[src/hdl/event_fragment_accumulator_assert.svh]
// assertion macros shared by the accumulator modules
`ifndef EVENT_FRAGMENT_ACCUMULATOR_ASSERT_SVH
`define EVENT_FRAGMENT_ACCUMULATOR_ASSERT_SVH
// property that must hold at every clock edge outside reset
`define EFA_ASSERT(label, prop, msg) \
	label: assert property (@(posedge clk) disable iff (!arst_n) (prop)) else $error(msg);
// implication whose consequent is checked in the next cycle
`define EFA_ASSERT_NEXT(label, ante, cons, msg) \
	label: assert property (@(posedge clk) disable iff (!arst_n) (ante) |=> (cons)) \
		else $error(msg);
`endif

[src/hdl/efa_pkg.sv]
// types, codes and constants of the event fragment accumulator
package efa_pkg;
	localparam int unsigned EVENT_HEADER_BYTES_DEF = 32;
	localparam int unsigned FRAG_HEADER_BYTES_DEF = 20;
	localparam int unsigned CFG_W = 25;
	localparam int unsigned CFG_IDX_W = 2;

	localparam logic [1:0] CFG_BUFFER_BYTES = 2'd0;
	localparam logic [1:0] CFG_MAX_FRAGMENTS = 2'd1;
	localparam logic [1:0] CFG_TIMESTAMP_POLICY = 2'd2;
	localparam logic [1:0] CFG_FLUSH_TICKS = 2'd3;

	localparam logic [1:0] KIND_FRAG = 2'd0;
	localparam logic [1:0] KIND_OOB = 2'd1;
	localparam logic [1:0] KIND_TICK = 2'd2;
	localparam logic [1:0] KIND_DRAIN = 2'd3;

	localparam logic [1:0] POL_FIRST = 2'd0;
	localparam logic [1:0] POL_LAST = 2'd1;
	localparam logic [1:0] POL_AVG = 2'd2;

	localparam logic [2:0] REC_CLOSE = 3'd0;
	localparam logic [2:0] REC_FLUSH = 3'd1;
	localparam logic [2:0] REC_PLACE = 3'd2;
	localparam logic [2:0] REC_OOB = 3'd3;
	localparam logic [2:0] REC_BIG = 3'd4;

	typedef struct packed {
		logic [1:0]  kind;
		logic [63:0] timestamp;
		logic [31:0] frag_source;
		logic [31:0] barrier;
		logic [24:0] payload_bytes;
		logic [31:0] item_type;
		logic [31:0] output_sid;
		logic        has_body_header;
	} in_item_t;

	typedef struct packed {
		logic [2:0]  record;
		logic [24:0] offset;
		logic [24:0] length;
		logic [63:0] event_time;
		logic [31:0] event_type;
		logic [31:0] event_sid;
		logic [31:0] event_barrier;
		logic [15:0] fragment_total;
		logic [24:0] fragment_bytes;
		logic        last;
	} out_item_t;

	typedef enum logic [3:0] {
		ST_IDLE, ST_DECIDE, ST_DIV, ST_CLOSE, ST_FLUSH_CHK, ST_FLUSH,
		ST_PLACE, ST_OOB, ST_BIG, ST_WAIT
	} state_t;

	// controller to datapath
	typedef struct packed {
		logic load;       // capture input item
		logic tick;
		logic div_start;
		logic emit_close;
		logic emit_flush;
		logic emit_place;
		logic emit_oob;
		logic emit_big;
		logic emit_last;
		logic clr_ticks;
	} cmd_t;

	// datapath to controller
	typedef struct packed {
		logic [1:0] kind;
		logic too_big;
		logic need_close;
		logic need_div;
		logic event_open;
		logic flush_due;
		logic flush_gives;
		logic div_busy;
		logic out_busy;
	} sts_t;
endpackage

[src/hdl/efa_divider.sv]
// serial 64 by 16 bit restoring divider, one quotient bit per cycle
module efa_divider (
	input  logic        clk,
	input  logic        arst_n,
	input  logic        start,
	input  logic [63:0] dividend,
	input  logic [15:0] divisor,
	output logic        busy,
	output logic [63:0] quotient
);
	logic [63:0] quo_q;
	logic [16:0] rem_q;
	logic [15:0] den_q;
	logic [6:0]  cnt_q;
	logic [16:0] trial;
	logic [16:0] shifted;

	assign shifted = {rem_q[15:0], quo_q[63]};
	assign trial = shifted - {1'b0, den_q};

	always_ff @(posedge clk or negedge arst_n) begin
		if (!arst_n) begin
			cnt_q <= '0;
		end else if (start) begin
			cnt_q <= 7'd64;
		end else if (cnt_q != 7'd0) begin
			cnt_q <= cnt_q - 7'd1;
		end
	end

	always_ff @(posedge clk) begin
		if (start) begin
			quo_q <= dividend;
			rem_q <= '0;
			den_q <= divisor;
		end else if (cnt_q != 7'd0) begin
			if (!trial[16]) begin
				rem_q <= trial;
				quo_q <= {quo_q[62:0], 1'b1};
			end else begin
				rem_q <= shifted;
				quo_q <= {quo_q[62:0], 1'b0};
			end
		end
	end

	assign busy = (cnt_q != 7'd0);
	assign quotient = quo_q;
endmodule

[src/hdl/efa_datapath.sv]
// bookkeeping registers, tests and result register of the accumulator
`include "event_fragment_accumulator_assert.svh"
module efa_datapath #(
	parameter int unsigned EVENT_HEADER_BYTES = efa_pkg::EVENT_HEADER_BYTES_DEF,
	parameter int unsigned FRAG_HEADER_BYTES = efa_pkg::FRAG_HEADER_BYTES_DEF
) (
	input  logic                   clk,
	input  logic                   arst_n,
	input  logic                   cfg_we,
	input  logic [1:0]             cfg_index,
	input  logic [24:0]            cfg_data,
	input  efa_pkg::in_item_t      in_item,
	input  efa_pkg::cmd_t          cmd,
	output efa_pkg::sts_t          sts,
	output logic                   out_valid,
	input  logic                   out_ready,
	output efa_pkg::out_item_t     out_item
);
	localparam logic [26:0] EHB = 27'(EVENT_HEADER_BYTES);
	localparam logic [26:0] FHB = 27'(FRAG_HEADER_BYTES);

	logic [24:0] buffer_bytes_q;
	logic [15:0] max_fragments_q;
	logic [1:0]  policy_q;
	logic [15:0] flush_ticks_q;

	efa_pkg::in_item_t item_q;
	logic        event_open_q;
	logic [24:0] event_start_q, bytes_held_q, open_size_q, open_frag_bytes_q;
	logic [31:0] open_type_q, open_sid_q, open_barrier_q;
	logic [63:0] first_time_q, latest_time_q, time_sum_q;
	logic [15:0] open_count_q, ticks_q;
	logic        out_valid_q;
	efa_pkg::out_item_t out_q;
	efa_pkg::out_item_t out_d;

	logic [26:0] fsize, need, room;
	logic        div_busy;
	logic [63:0] quotient;
	logic [63:0] close_time;

	always_ff @(posedge clk or negedge arst_n) begin
		if (!arst_n) begin
			buffer_bytes_q <= 25'd1048576;
			max_fragments_q <= 16'd1024;
			policy_q <= efa_pkg::POL_FIRST;
			flush_ticks_q <= 16'd2;
		end else if (cfg_we) begin
			unique case (cfg_index)
				efa_pkg::CFG_BUFFER_BYTES:     buffer_bytes_q <= cfg_data;
				efa_pkg::CFG_MAX_FRAGMENTS:    max_fragments_q <= cfg_data[15:0];
				efa_pkg::CFG_TIMESTAMP_POLICY: policy_q <= cfg_data[1:0];
				efa_pkg::CFG_FLUSH_TICKS:      flush_ticks_q <= cfg_data[15:0];
				default: ;
			endcase
		end
	end

	always_ff @(posedge clk) begin
		if (cmd.load) item_q <= in_item;
	end

	assign fsize = FHB + {2'b0, item_q.payload_bytes};
	assign need = fsize + (event_open_q ? 27'd0 : EHB);
	assign room = {2'b0, buffer_bytes_q} - {2'b0, bytes_held_q};

	efa_divider u_div (
		.clk(clk), .arst_n(arst_n), .start(cmd.div_start),
		.dividend(time_sum_q), .divisor(open_count_q),
		.busy(div_busy), .quotient(quotient)
	);

	always_comb begin
		close_time = first_time_q;
		if (policy_q == efa_pkg::POL_LAST) close_time = latest_time_q;
		else if (policy_q == efa_pkg::POL_AVG && open_count_q != 16'd0)
			close_time = quotient;
	end

	always_comb begin
		sts.kind = item_q.kind;
		sts.too_big = (EHB + fsize) > {2'b0, buffer_bytes_q};
		sts.need_close = event_open_q && (item_q.item_type != open_type_q ||
			item_q.output_sid != open_sid_q || open_count_q >= max_fragments_q ||
			fsize + {2'b0, open_size_q} > {2'b0, buffer_bytes_q});
		sts.need_div = policy_q == efa_pkg::POL_AVG && open_count_q != 16'd0;
		sts.event_open = event_open_q;
		sts.flush_due = bytes_held_q > buffer_bytes_q || need > room ||
			ticks_q >= flush_ticks_q;
		sts.flush_gives = bytes_held_q != 25'd0 &&
			(!event_open_q || event_start_q != 25'd0);
		sts.div_busy = div_busy;
		sts.out_busy = out_valid_q;
	end

	always_ff @(posedge clk or negedge arst_n) begin
		if (!arst_n) begin
			event_open_q <= 1'b0;
			event_start_q <= '0;
			bytes_held_q <= '0;
			open_type_q <= '0;
			open_sid_q <= '0;
			open_barrier_q <= '0;
			first_time_q <= '0;
			latest_time_q <= '0;
			time_sum_q <= '0;
			open_count_q <= '0;
			open_size_q <= '0;
			open_frag_bytes_q <= '0;
			ticks_q <= '0;
		end else begin
			if (cmd.tick && ticks_q != 16'hFFFF) ticks_q <= ticks_q + 16'd1;
			if (cmd.clr_ticks) ticks_q <= '0;
			if (cmd.emit_close) event_open_q <= 1'b0;
			if (cmd.emit_flush) begin
				if (event_open_q) begin
					bytes_held_q <= open_size_q;
					event_start_q <= '0;
				end else begin
					bytes_held_q <= '0;
				end
			end
			if (cmd.emit_place) begin
				latest_time_q <= item_q.timestamp;
				if (!event_open_q) begin
					event_open_q <= 1'b1;
					event_start_q <= bytes_held_q;
					open_type_q <= item_q.item_type;
					open_sid_q <= item_q.output_sid;
					open_barrier_q <= item_q.barrier;
					first_time_q <= item_q.timestamp;
					time_sum_q <= item_q.timestamp;
					open_count_q <= 16'd1;
					open_size_q <= 25'(EHB + fsize);
					open_frag_bytes_q <= fsize[24:0];
					bytes_held_q <= 25'({2'b0, bytes_held_q} + EHB + fsize);
				end else begin
					time_sum_q <= time_sum_q + item_q.timestamp;
					open_count_q <= open_count_q + 16'd1;
					open_size_q <= 25'({2'b0, open_size_q} + fsize);
					open_frag_bytes_q <= 25'({2'b0, open_frag_bytes_q} + fsize);
					bytes_held_q <= 25'({2'b0, bytes_held_q} + fsize);
				end
			end
		end
	end

	logic [24:0] place_off;
	assign place_off = event_open_q ? bytes_held_q : 25'({2'b0, bytes_held_q} + EHB);

	always_ff @(posedge clk or negedge arst_n) begin
		if (!arst_n) begin
			out_valid_q <= 1'b0;
		end else if (cmd.emit_close || cmd.emit_flush || cmd.emit_place ||
			cmd.emit_oob || cmd.emit_big) begin
			out_valid_q <= 1'b1;
		end else if (out_ready) begin
			out_valid_q <= 1'b0;
		end
	end

	always_comb begin
		out_d = '0;
		out_d.last = cmd.emit_last;
		if (cmd.emit_close) begin
			out_d.record = efa_pkg::REC_CLOSE;
			out_d.offset = event_start_q;
			out_d.length = open_size_q;
			out_d.event_time = close_time;
			out_d.event_type = open_type_q;
			out_d.event_sid = open_sid_q;
			out_d.event_barrier = open_barrier_q;
			out_d.fragment_total = open_count_q;
			out_d.fragment_bytes = open_frag_bytes_q;
		end else if (cmd.emit_flush) begin
			out_d.record = efa_pkg::REC_FLUSH;
			out_d.offset = event_open_q ? event_start_q : 25'd0;
			out_d.length = event_open_q ? event_start_q : bytes_held_q;
		end else if (cmd.emit_place) begin
			out_d.record = efa_pkg::REC_PLACE;
			out_d.offset = place_off;
			out_d.length = fsize[24:0];
		end else if (cmd.emit_oob) begin
			out_d.record = efa_pkg::REC_OOB;
			out_d.length = item_q.payload_bytes;
			out_d.event_time = item_q.timestamp;
			out_d.event_type = item_q.item_type;
			out_d.event_sid = item_q.has_body_header ? item_q.output_sid : 32'd0;
		end else begin
			out_d.record = efa_pkg::REC_BIG;
			out_d.length = fsize[24:0];
		end
	end

	always_ff @(posedge clk) begin
		if (cmd.emit_close || cmd.emit_flush || cmd.emit_place ||
			cmd.emit_oob || cmd.emit_big) begin
			out_q <= out_d;
		end
	end

	assign out_valid = out_valid_q;
	assign out_item = out_q;

	`EFA_ASSERT_NEXT(a_flush_clears_ticks, cmd.clr_ticks && !cmd.tick, ticks_q == 16'd0,
		"flush left tick count")
	`EFA_ASSERT(a_one_emit, $onehot0({cmd.emit_close, cmd.emit_flush, cmd.emit_place,
		cmd.emit_oob, cmd.emit_big}), "two results at once")
	`EFA_ASSERT(a_emit_free, !((cmd.emit_close || cmd.emit_flush || cmd.emit_place ||
		cmd.emit_oob || cmd.emit_big) && out_valid_q), "result register overwritten")
	`EFA_ASSERT_NEXT(a_place_opens, cmd.emit_place, event_open_q, "no open event after place")
endmodule

[src/hdl/efa_controller.sv]
// sequencing state machine of the accumulator
`include "event_fragment_accumulator_assert.svh"
module efa_controller (
	input  logic              clk,
	input  logic              arst_n,
	input  logic              in_valid,
	output logic              in_ready,
	input  efa_pkg::sts_t     sts,
	output efa_pkg::cmd_t     cmd
);
	efa_pkg::state_t state_q, state_d;
	logic kind_frag_q;

	always_ff @(posedge clk or negedge arst_n) begin
		if (!arst_n) begin
			state_q <= efa_pkg::ST_IDLE;
			kind_frag_q <= 1'b0;
		end else begin
			state_q <= state_d;
			if (state_q == efa_pkg::ST_DECIDE)
				kind_frag_q <= sts.kind == efa_pkg::KIND_FRAG;
		end
	end

	always_comb begin
		state_d = state_q;
		cmd = '0;
		in_ready = 1'b0;
		unique case (state_q)
			efa_pkg::ST_IDLE: begin
				in_ready = 1'b1;
				if (in_valid) begin
					cmd.load = 1'b1;
					state_d = efa_pkg::ST_DECIDE;
				end
			end
			efa_pkg::ST_DECIDE: begin
				unique case (sts.kind)
					efa_pkg::KIND_TICK: begin
						cmd.tick = 1'b1;
						state_d = efa_pkg::ST_IDLE;
					end
					efa_pkg::KIND_OOB: state_d = efa_pkg::ST_FLUSH;
					efa_pkg::KIND_DRAIN: begin
						if (!sts.event_open) state_d = efa_pkg::ST_FLUSH;
						else if (sts.need_div) begin
							cmd.div_start = 1'b1;
							state_d = efa_pkg::ST_DIV;
						end else state_d = efa_pkg::ST_CLOSE;
					end
					default: begin
						if (sts.too_big) state_d = efa_pkg::ST_BIG;
						else if (!sts.need_close) state_d = efa_pkg::ST_FLUSH_CHK;
						else if (sts.need_div) begin
							cmd.div_start = 1'b1;
							state_d = efa_pkg::ST_DIV;
						end else state_d = efa_pkg::ST_CLOSE;
					end
				endcase
			end
			efa_pkg::ST_DIV: begin
				if (!sts.div_busy) state_d = efa_pkg::ST_CLOSE;
			end
			efa_pkg::ST_CLOSE: begin
				if (!sts.out_busy) begin
					// a closed event always leaves bytes held, so a place or a flush follows
					cmd.emit_close = 1'b1;
					cmd.emit_last = 1'b0;
					state_d = kind_frag_q ? efa_pkg::ST_FLUSH_CHK : efa_pkg::ST_FLUSH;
				end
			end
			efa_pkg::ST_FLUSH_CHK: begin
				state_d = sts.flush_due ? efa_pkg::ST_FLUSH : efa_pkg::ST_PLACE;
			end
			efa_pkg::ST_FLUSH: begin
				if (!sts.flush_gives) begin
					cmd.clr_ticks = 1'b1;
					state_d = kind_frag_q ? efa_pkg::ST_PLACE :
						(sts.kind == efa_pkg::KIND_OOB ? efa_pkg::ST_OOB : efa_pkg::ST_WAIT);
				end else if (!sts.out_busy) begin
					cmd.clr_ticks = 1'b1;
					cmd.emit_flush = 1'b1;
					cmd.emit_last = sts.kind == efa_pkg::KIND_DRAIN;
					state_d = kind_frag_q ? efa_pkg::ST_PLACE :
						(sts.kind == efa_pkg::KIND_OOB ? efa_pkg::ST_OOB : efa_pkg::ST_WAIT);
				end
			end
			efa_pkg::ST_PLACE: begin
				if (!sts.out_busy) begin
					cmd.emit_place = 1'b1;
					cmd.emit_last = 1'b1;
					state_d = efa_pkg::ST_WAIT;
				end
			end
			efa_pkg::ST_OOB: begin
				if (!sts.out_busy) begin
					cmd.emit_oob = 1'b1;
					cmd.emit_last = 1'b1;
					state_d = efa_pkg::ST_WAIT;
				end
			end
			efa_pkg::ST_BIG: begin
				if (!sts.out_busy) begin
					cmd.emit_big = 1'b1;
					cmd.emit_last = 1'b1;
					state_d = efa_pkg::ST_WAIT;
				end
			end
			efa_pkg::ST_WAIT: begin
				// last result is in the output register, next item may enter
				state_d = efa_pkg::ST_IDLE;
			end
			default: state_d = efa_pkg::ST_IDLE;
		endcase
	end

	`EFA_ASSERT(a_ready_idle, in_ready == (state_q == efa_pkg::ST_IDLE), "ready outside idle")
	`EFA_ASSERT_NEXT(a_div_wait, cmd.div_start, state_q == efa_pkg::ST_DIV,
		"divide without wait")
endmodule

[src/hdl/event_fragment_accumulator.sv]
// top level of the event fragment accumulator
// Groups fragment headers into built events and reports the bookkeeping.
// in channel: in_valid/in_ready transfer one in_item (fragment, out-of-band,
// tick or drain). out channel: out_valid/out_ready transfer one out_item;
// an item gives zero to three results, the final one has last set.
// configuration: cfg_we, cfg_index, cfg_data, to be written only while idle
// by the user; the block itself does not enforce this. A close under the
// average policy waits for the serial 64-bit divider.
// the single output register lets the next item enter while the last result
// waits; a stalled receiver holds the sequencer before its next result.
// reset clears all bookkeeping and sets the registers to their defaults.
module event_fragment_accumulator #(
	parameter int unsigned EVENT_HEADER_BYTES = efa_pkg::EVENT_HEADER_BYTES_DEF,
	parameter int unsigned FRAG_HEADER_BYTES = efa_pkg::FRAG_HEADER_BYTES_DEF
) (
	input  logic                  clk,
	input  logic                  arst_n,
	input  logic                  cfg_we,
	input  logic [1:0]            cfg_index,
	input  logic [24:0]           cfg_data,
	input  logic                  in_valid,
	output logic                  in_ready,
	input  efa_pkg::in_item_t     in_item,
	output logic                  out_valid,
	input  logic                  out_ready,
	output efa_pkg::out_item_t    out_item
);
	efa_pkg::cmd_t cmd;
	efa_pkg::sts_t sts;

	efa_controller u_ctrl (
		.clk(clk), .arst_n(arst_n), .in_valid(in_valid), .in_ready(in_ready),
		.sts(sts), .cmd(cmd)
	);

	efa_datapath #(
		.EVENT_HEADER_BYTES(EVENT_HEADER_BYTES),
		.FRAG_HEADER_BYTES(FRAG_HEADER_BYTES)
	) u_dp (
		.clk(clk), .arst_n(arst_n), .cfg_we(cfg_we), .cfg_index(cfg_index),
		.cfg_data(cfg_data), .in_item(in_item), .cmd(cmd), .sts(sts),
		.out_valid(out_valid), .out_ready(out_ready), .out_item(out_item)
	);
endmodule
[config.mk]
export PLATFORM = sky130hd
export DESIGN_NAME = event_fragment_accumulator
export DESIGN_NICKNAME = d
export VERILOG_FILES = /design/src/hdl/efa_pkg.sv /design/src/hdl/efa_divider.sv /design/src/hdl/efa_datapath.sv /design/src/hdl/efa_controller.sv /design/src/hdl/event_fragment_accumulator.sv
export VERILOG_INCLUDE_DIRS = /design/src /design/src/hdl
export SDC_FILE = /design/constraint.sdc
export NUM_CORES = 2
export LEC_CHECK = 0
export CAP_MARGIN = 20
export CORE_MARGIN = 5
export CORE_UTILIZATION = 45
export CTS_CLUSTER_DIAMETER = 40
export DETAILED_ROUTE_END_ITERATION = 10
export DONT_BUFFER_PORTS = 1
export GPL_TIMING_DRIVEN = 0
export SKIP_LAST_GASP = 1
export SYNTH_ARGS = -nofsm -noshare
export SYNTH_HDL_FRONTEND = slang
export SYNTH_HIERARCHICAL = 1
export SYNTH_SLANG_ARGS = --single-unit
[constraint.sdc]
create_clock -name clk -period 14.1 [get_ports clk]
set_clock_uncertainty 0.1 [all_clocks]
set_input_delay 1.41 -clock clk [delete_from_list [all_inputs] [get_ports clk]]
set_output_delay 1.41 -clock clk [all_outputs]
set_load 0.02 [all_outputs]
[Word level (Yosys, flattened, before mapping)]
Index checks and enable logic that the tools add are counted.
Word-level totals
  register bits: 1032
  input bits: 252
  output and inout bits: 257
Cells by class
  add/subtract/negate cells: 14
  mux-type cells: 81
  equal/unequal tests: 24
  reductions and logical operators: 37
  $lt $le $gt $ge: 6
  bitwise operators: 1
Operators by type and width (count)
  two-way mux 25 bit: 16
  two-way mux 128 bit: 3
  two-way mux 64 bit: 5
  two-way mux 178 bit: 1
  adder 25 bit: 3
  adder 64 bit: 1
  two-way mux 16 bit: 4
  != test 32 bit: 2
  greater-than comparator 27 x 25 -> 1 bit: 2
  two-way mux 51 bit: 1
  nonzero test 25 bit: 2
  two-way mux 4 bit: 10
  adder 16 x 1 -> 16 bit (second input constant): 2
  >= comparator 16 bit: 2
  two-way mux 32 bit: 1
  case mux 4 bit (7 select lines): 1
  adder 26 x 25 -> 27 bit: 1
  adder 26 x 6 -> 27 bit: 1
  adder 6 x 26 -> 27 bit (first input constant): 1
  greater-than comparator 27 bit: 1
  adder 5 x 25 -> 26 bit (first input constant): 1
  two-way mux 1 bit: 26
  subtractor 25 x 25 -> 26 bit: 1
  adder 25 x 6 -> 25 bit (second input constant): 1
  other kinds (32): 74

[Depth between registers and ports, before layout]
  depth in word-level cells: 12
  mapped depth: 34

[Cells and area by module]
Netlist, hierarchy kept.
Modules (own cells, without submodules)
  efa_datapath: instances 1, area each 49447.4 µm², cells an instance 4756
  efa_divider: instances 1, area each 5128.7 µm², cells an instance 397
  efa_controller: instances 1, area each 609.3 µm², cells an instance 80

[Worst setup path before layout]
Ideal clock, no wire load.
  kind: register to register
  start: reg u_dp.event_open_q
  end: reg u_dp.out_q, in the netlist u_dp/out_item[0] (enable)
  cell stages (with the launch flop): 11
  buffers on the path: 2
  clock period less this slack: 7993 ps
  arrival: 5927 ps
  setup slack: 6107 ps
  setup time: 1966 ps
  path through: dfrtp_1 -> clkbuf_1 -> nand2b_1 -> nor3_1 -> nand4_1 -> o22a_1 -> nand2_1 -> nor2_1 -> clkbuf_1 -> nor4_1 -> nand2b_1
RTL lines
  start, declared: RTL line efa_datapath.sv:28  | logic event_open_q;
  start signal, assigned: RTL line efa_datapath.sv:98  | event_open_q <= 1'b0;
  start signal, assigned: RTL line efa_datapath.sv:114  | if (cmd.emit_close) event_open_q <= 1'b0;
  start signal, assigned: RTL line efa_datapath.sv:126  | event_open_q <= 1'b1;
  end signal, assigned: RTL line efa_datapath.sv:198  | out_q <= out_d;
  end, declared: RTL line efa_datapath.sv:34  | efa_pkg::out_item_t out_q;

==> flow_metrics.tcl <==
set metrics [dict create \
    rsz0062_at_grt "false" \
    cp_max_fo 17 \
    fp.dieW_um 360 \
    p_sw_share_pct 40.8 \
    final_util_pct 52.1 \
    violations "slew limit" \
    synth_edf_count 523 \
    p_clk_share_pct 26.6 \
    port_buffers 0 \
    post-route-min-period_ps 10970 \
    grt_max_degree 494 \
    grt_pass1_wl_um 270000 \
    dpl.hpwl_um 139000 \
    critPathCaptureType "register" \
    crit_top_cell "nand2_1" \
    dr_total_vias 41690 \
    row_count 128 \
    setup_violations 0 \
    place_area_mm2 0.0577 \
    hold_violations 0 \
    core-area_mm2 0.122 \
    crit_slowest_cell "xnor2_1" \
    synth_area_per_cell_um2 10.5 \
    clk_latency_ps 820 \
    final_area_mm2 0.0635 \
    drive_gt1_share_pct 10.1 \
    gp_congestion 1.00 \
    globalRouteOverflowTotal 0 \
    fin_tns_setup_ps 0 \
    root_buffer "clkbuf_16" \
    status "finished, violations left" \
    cts_sinks 1032 \
    worstSetupPathType "reg2reg" \
    cp.arrival_ps 11510 \
    synth.distinct_cells 96 \
    critPathRequiredTime_ps 14640 \
    ctsHtreeMaxLevel 4 \
    p_comb_share_pct 36.5 \
    clk_pin_slew_worst_paths_ps 60 \
    seqPwrFrac_pct 36.9 \
    drc 0 \
    dr.pass1.iters 8 \
    yosysWarnings 6 \
    cts_buffers 169 \
    cap_violations 0 \
    max_stage_delay_ps 820 \
    dieArea_mm2 0.130 \
    synth_nets 5786 \
    intPower_mw 9.28 \
    syn_to_final_growth_pct 15.0 \
    start_kind "register" \
    post-route-period-util_pct 77.8 \
    initial_core_util_pct 45.3 \
    tightest_slew_ps 3250 \
    fin_hold_ws_ps 272 \
    synth_area_mm2 0.0552 \
    reg2reg_from "u_dp/item_q[67]" \
    num_io_pins 509 \
    power_density_mw_per_mm2 247 \
    die_h_um 360 \
    irDropWorstVdd_v 0.000145 \
    max_slew_margin_pct -117 \
    postCtsHoldBufs 0 \
    initialDrtViolationCount 3738 \
    grt_pass1_vias 40595 \
    power_leakage_nw 26.2 \
    synth_seq_cells 1032 \
    routed_wl_um 184000 \
    layout.nets 5981 \
    p_sw_mw 6.38 \
    async_flop_share_pct 47.8 \
    slew_violations 349 \
    hold_path_class "in2async" \
    fmax_mhz 91.2 \
    track_usage_pct 27.7 \
    crit_path_start "u_dp/item_q[67]" \
    routed_via_density 5.78 \
    ys.flop_type "edfxtp_1" \
    pre_cts_ws_ps 3440 \
    wl_per_cell_um 25.5 \
    antenna_found_initial 35 \
    netlist_instances 5233 \
    post_cts_resized 0 \
    cts_tree "done" \
    clockBufferDepth 3 \
    fin_ws_ps 3130 \
    seq_area_frac_synth_pct 51.4 \
    antenna_left 0 \
    post-cts-setup-buffers 0 \
]
==> placed cells by master (no fill, tap or decap), drive strengths merged, types with 136 or more instances in the layout <==
cell type,instances
a21oi,323
xnor2,211
inv,244
nand2,808
mux2i,136
ha,295
dfrtp,490
a22o,151
nor2,298
edfxtp,523
mux2,164
clkbuf,391
o21ai,316
==> final timing paths <==
kind / endpoint / slack [ps] / cells after the start
setup / recovery: u_dp/u_div/quotient[0] / 3130 / 33
hold / removal: u_dp/open_type_q[4] / 270 / 0
setup reg to reg: u_dp/u_div/quotient[0] / 3130 / 33
hold reg to reg: u_dp/open_barrier_q[25] / 340 / 2
max in group asynchronous: u_dp/buffer_bytes_q[1] / 11100 / 0
min in group clk: u_dp/open_barrier_q[25] / 340 / 2
==> cells in the mapped netlist (32+ instances only) <==
cell,count,area (um2)
a21oi_1,322,1610
edfxtp_1,523,15700
mux2_2,164,1850
nor2b_1,41,257
inv_1,203,762
dfrtp_1,490,12300
o211ai_1,33,248
nand3_1,83,415
nor3_1,55,275
and3_1,32,200
xor2_1,116,1020
a22o_1,151,1320
o21a_1,40,300
nand2_1,803,3010
mux2i_1,136,1360
clkbuf_1,204,766
and2_1,92,576
nor2_1,298,1120
a31oi_1,43,269
nor4_1,36,225
a21o_1,100,751
o21ai_0,308,1540
nand4_1,60,375
ha_1,295,3690
xnor2_1,208,1820
nand2b_1,37,231
==> per-layer routing <==
layer / global-route usage, % / vias to the layer above / routed length (um)
met5: 0 / - / 262
met4: 10.4 / 36 / 6870
met3: 8.06 / 324 / 16600
met2: 43.3 / 1523 / 83200
met1: 36.7 / 20504 / 77200
li1: - / 19303 / -
==> power groups by stage <==
stage	clock network, mW	registers (mW)	logic (mW)
2_1_floorplan	0	5.61	4.11
3_3_place_gp	0	5.99	5.34
3_5_place_dp	0	5.82	5.61
4_1_cts	4.24	5.78	5.65
5_1_grt	4.38	5.91	6.29
6_report	4.16	5.78	5.72
==> flip-flops by register name, indices dropped and copies added, names as in the netlist, 64 cells and up <==
name                 flops
u_dp/latest_time_q      64
u_dp/out_item          255
u_dp/first_time_q       64
u_dp/time_sum_q         64
u_dp/u_div/quotient     64
u_dp/item_q            186
==> area by class of cell <==
| class | instances | area (um2) |
|---|---|---|
| Clock inverter | 128 | 1380 |
| Clock buffer | 187 | 4390 |
| Buffer | 256 | 1030 |
| Antenna cell | 13 | 32.5 |
| Tap cell | 1625 | 2030 |
| Fill cell | 10820 | 58400 |
| Multi-Input combinational cell | 3742 | 25100 |
| Inverter | 203 | 762 |
| Timing Repair Buffer | 24 | 438 |
| Sequential cell | 1032 | 28400 |
==> cell families after synthesis <==
family,Yosys count,synth area share [%]
other cells,1,0.00680
xor+xnor,328,5.26
simple gates,1602,13.0
flops,1032,51.4
fa+ha+maj,301,6.91
buf+inv,459,3.24
mux,300,5.81
compound gates,1210,14.4
==> critical path, delay by kind of cell (launching register included) <==
kind | cells | cell delay [ps]
simple gates | 12 | 2950
compound gates | 11 | 2690
flops | 1 | 530
buf+inv | 5 | 2540
xor+xnor | 2 | 1000
fa+ha+maj | 3 | 1040
==> through the flow <==
stage,power (mW),std cells
detailed placement,11.4,6882
global placement,11.3,6858
floorplan,9.73,5233
global route,16.6,7197
finish,15.7,7210
CTS,15.7,7197
No activity file was read; power rests on OpenSTA's default activity.
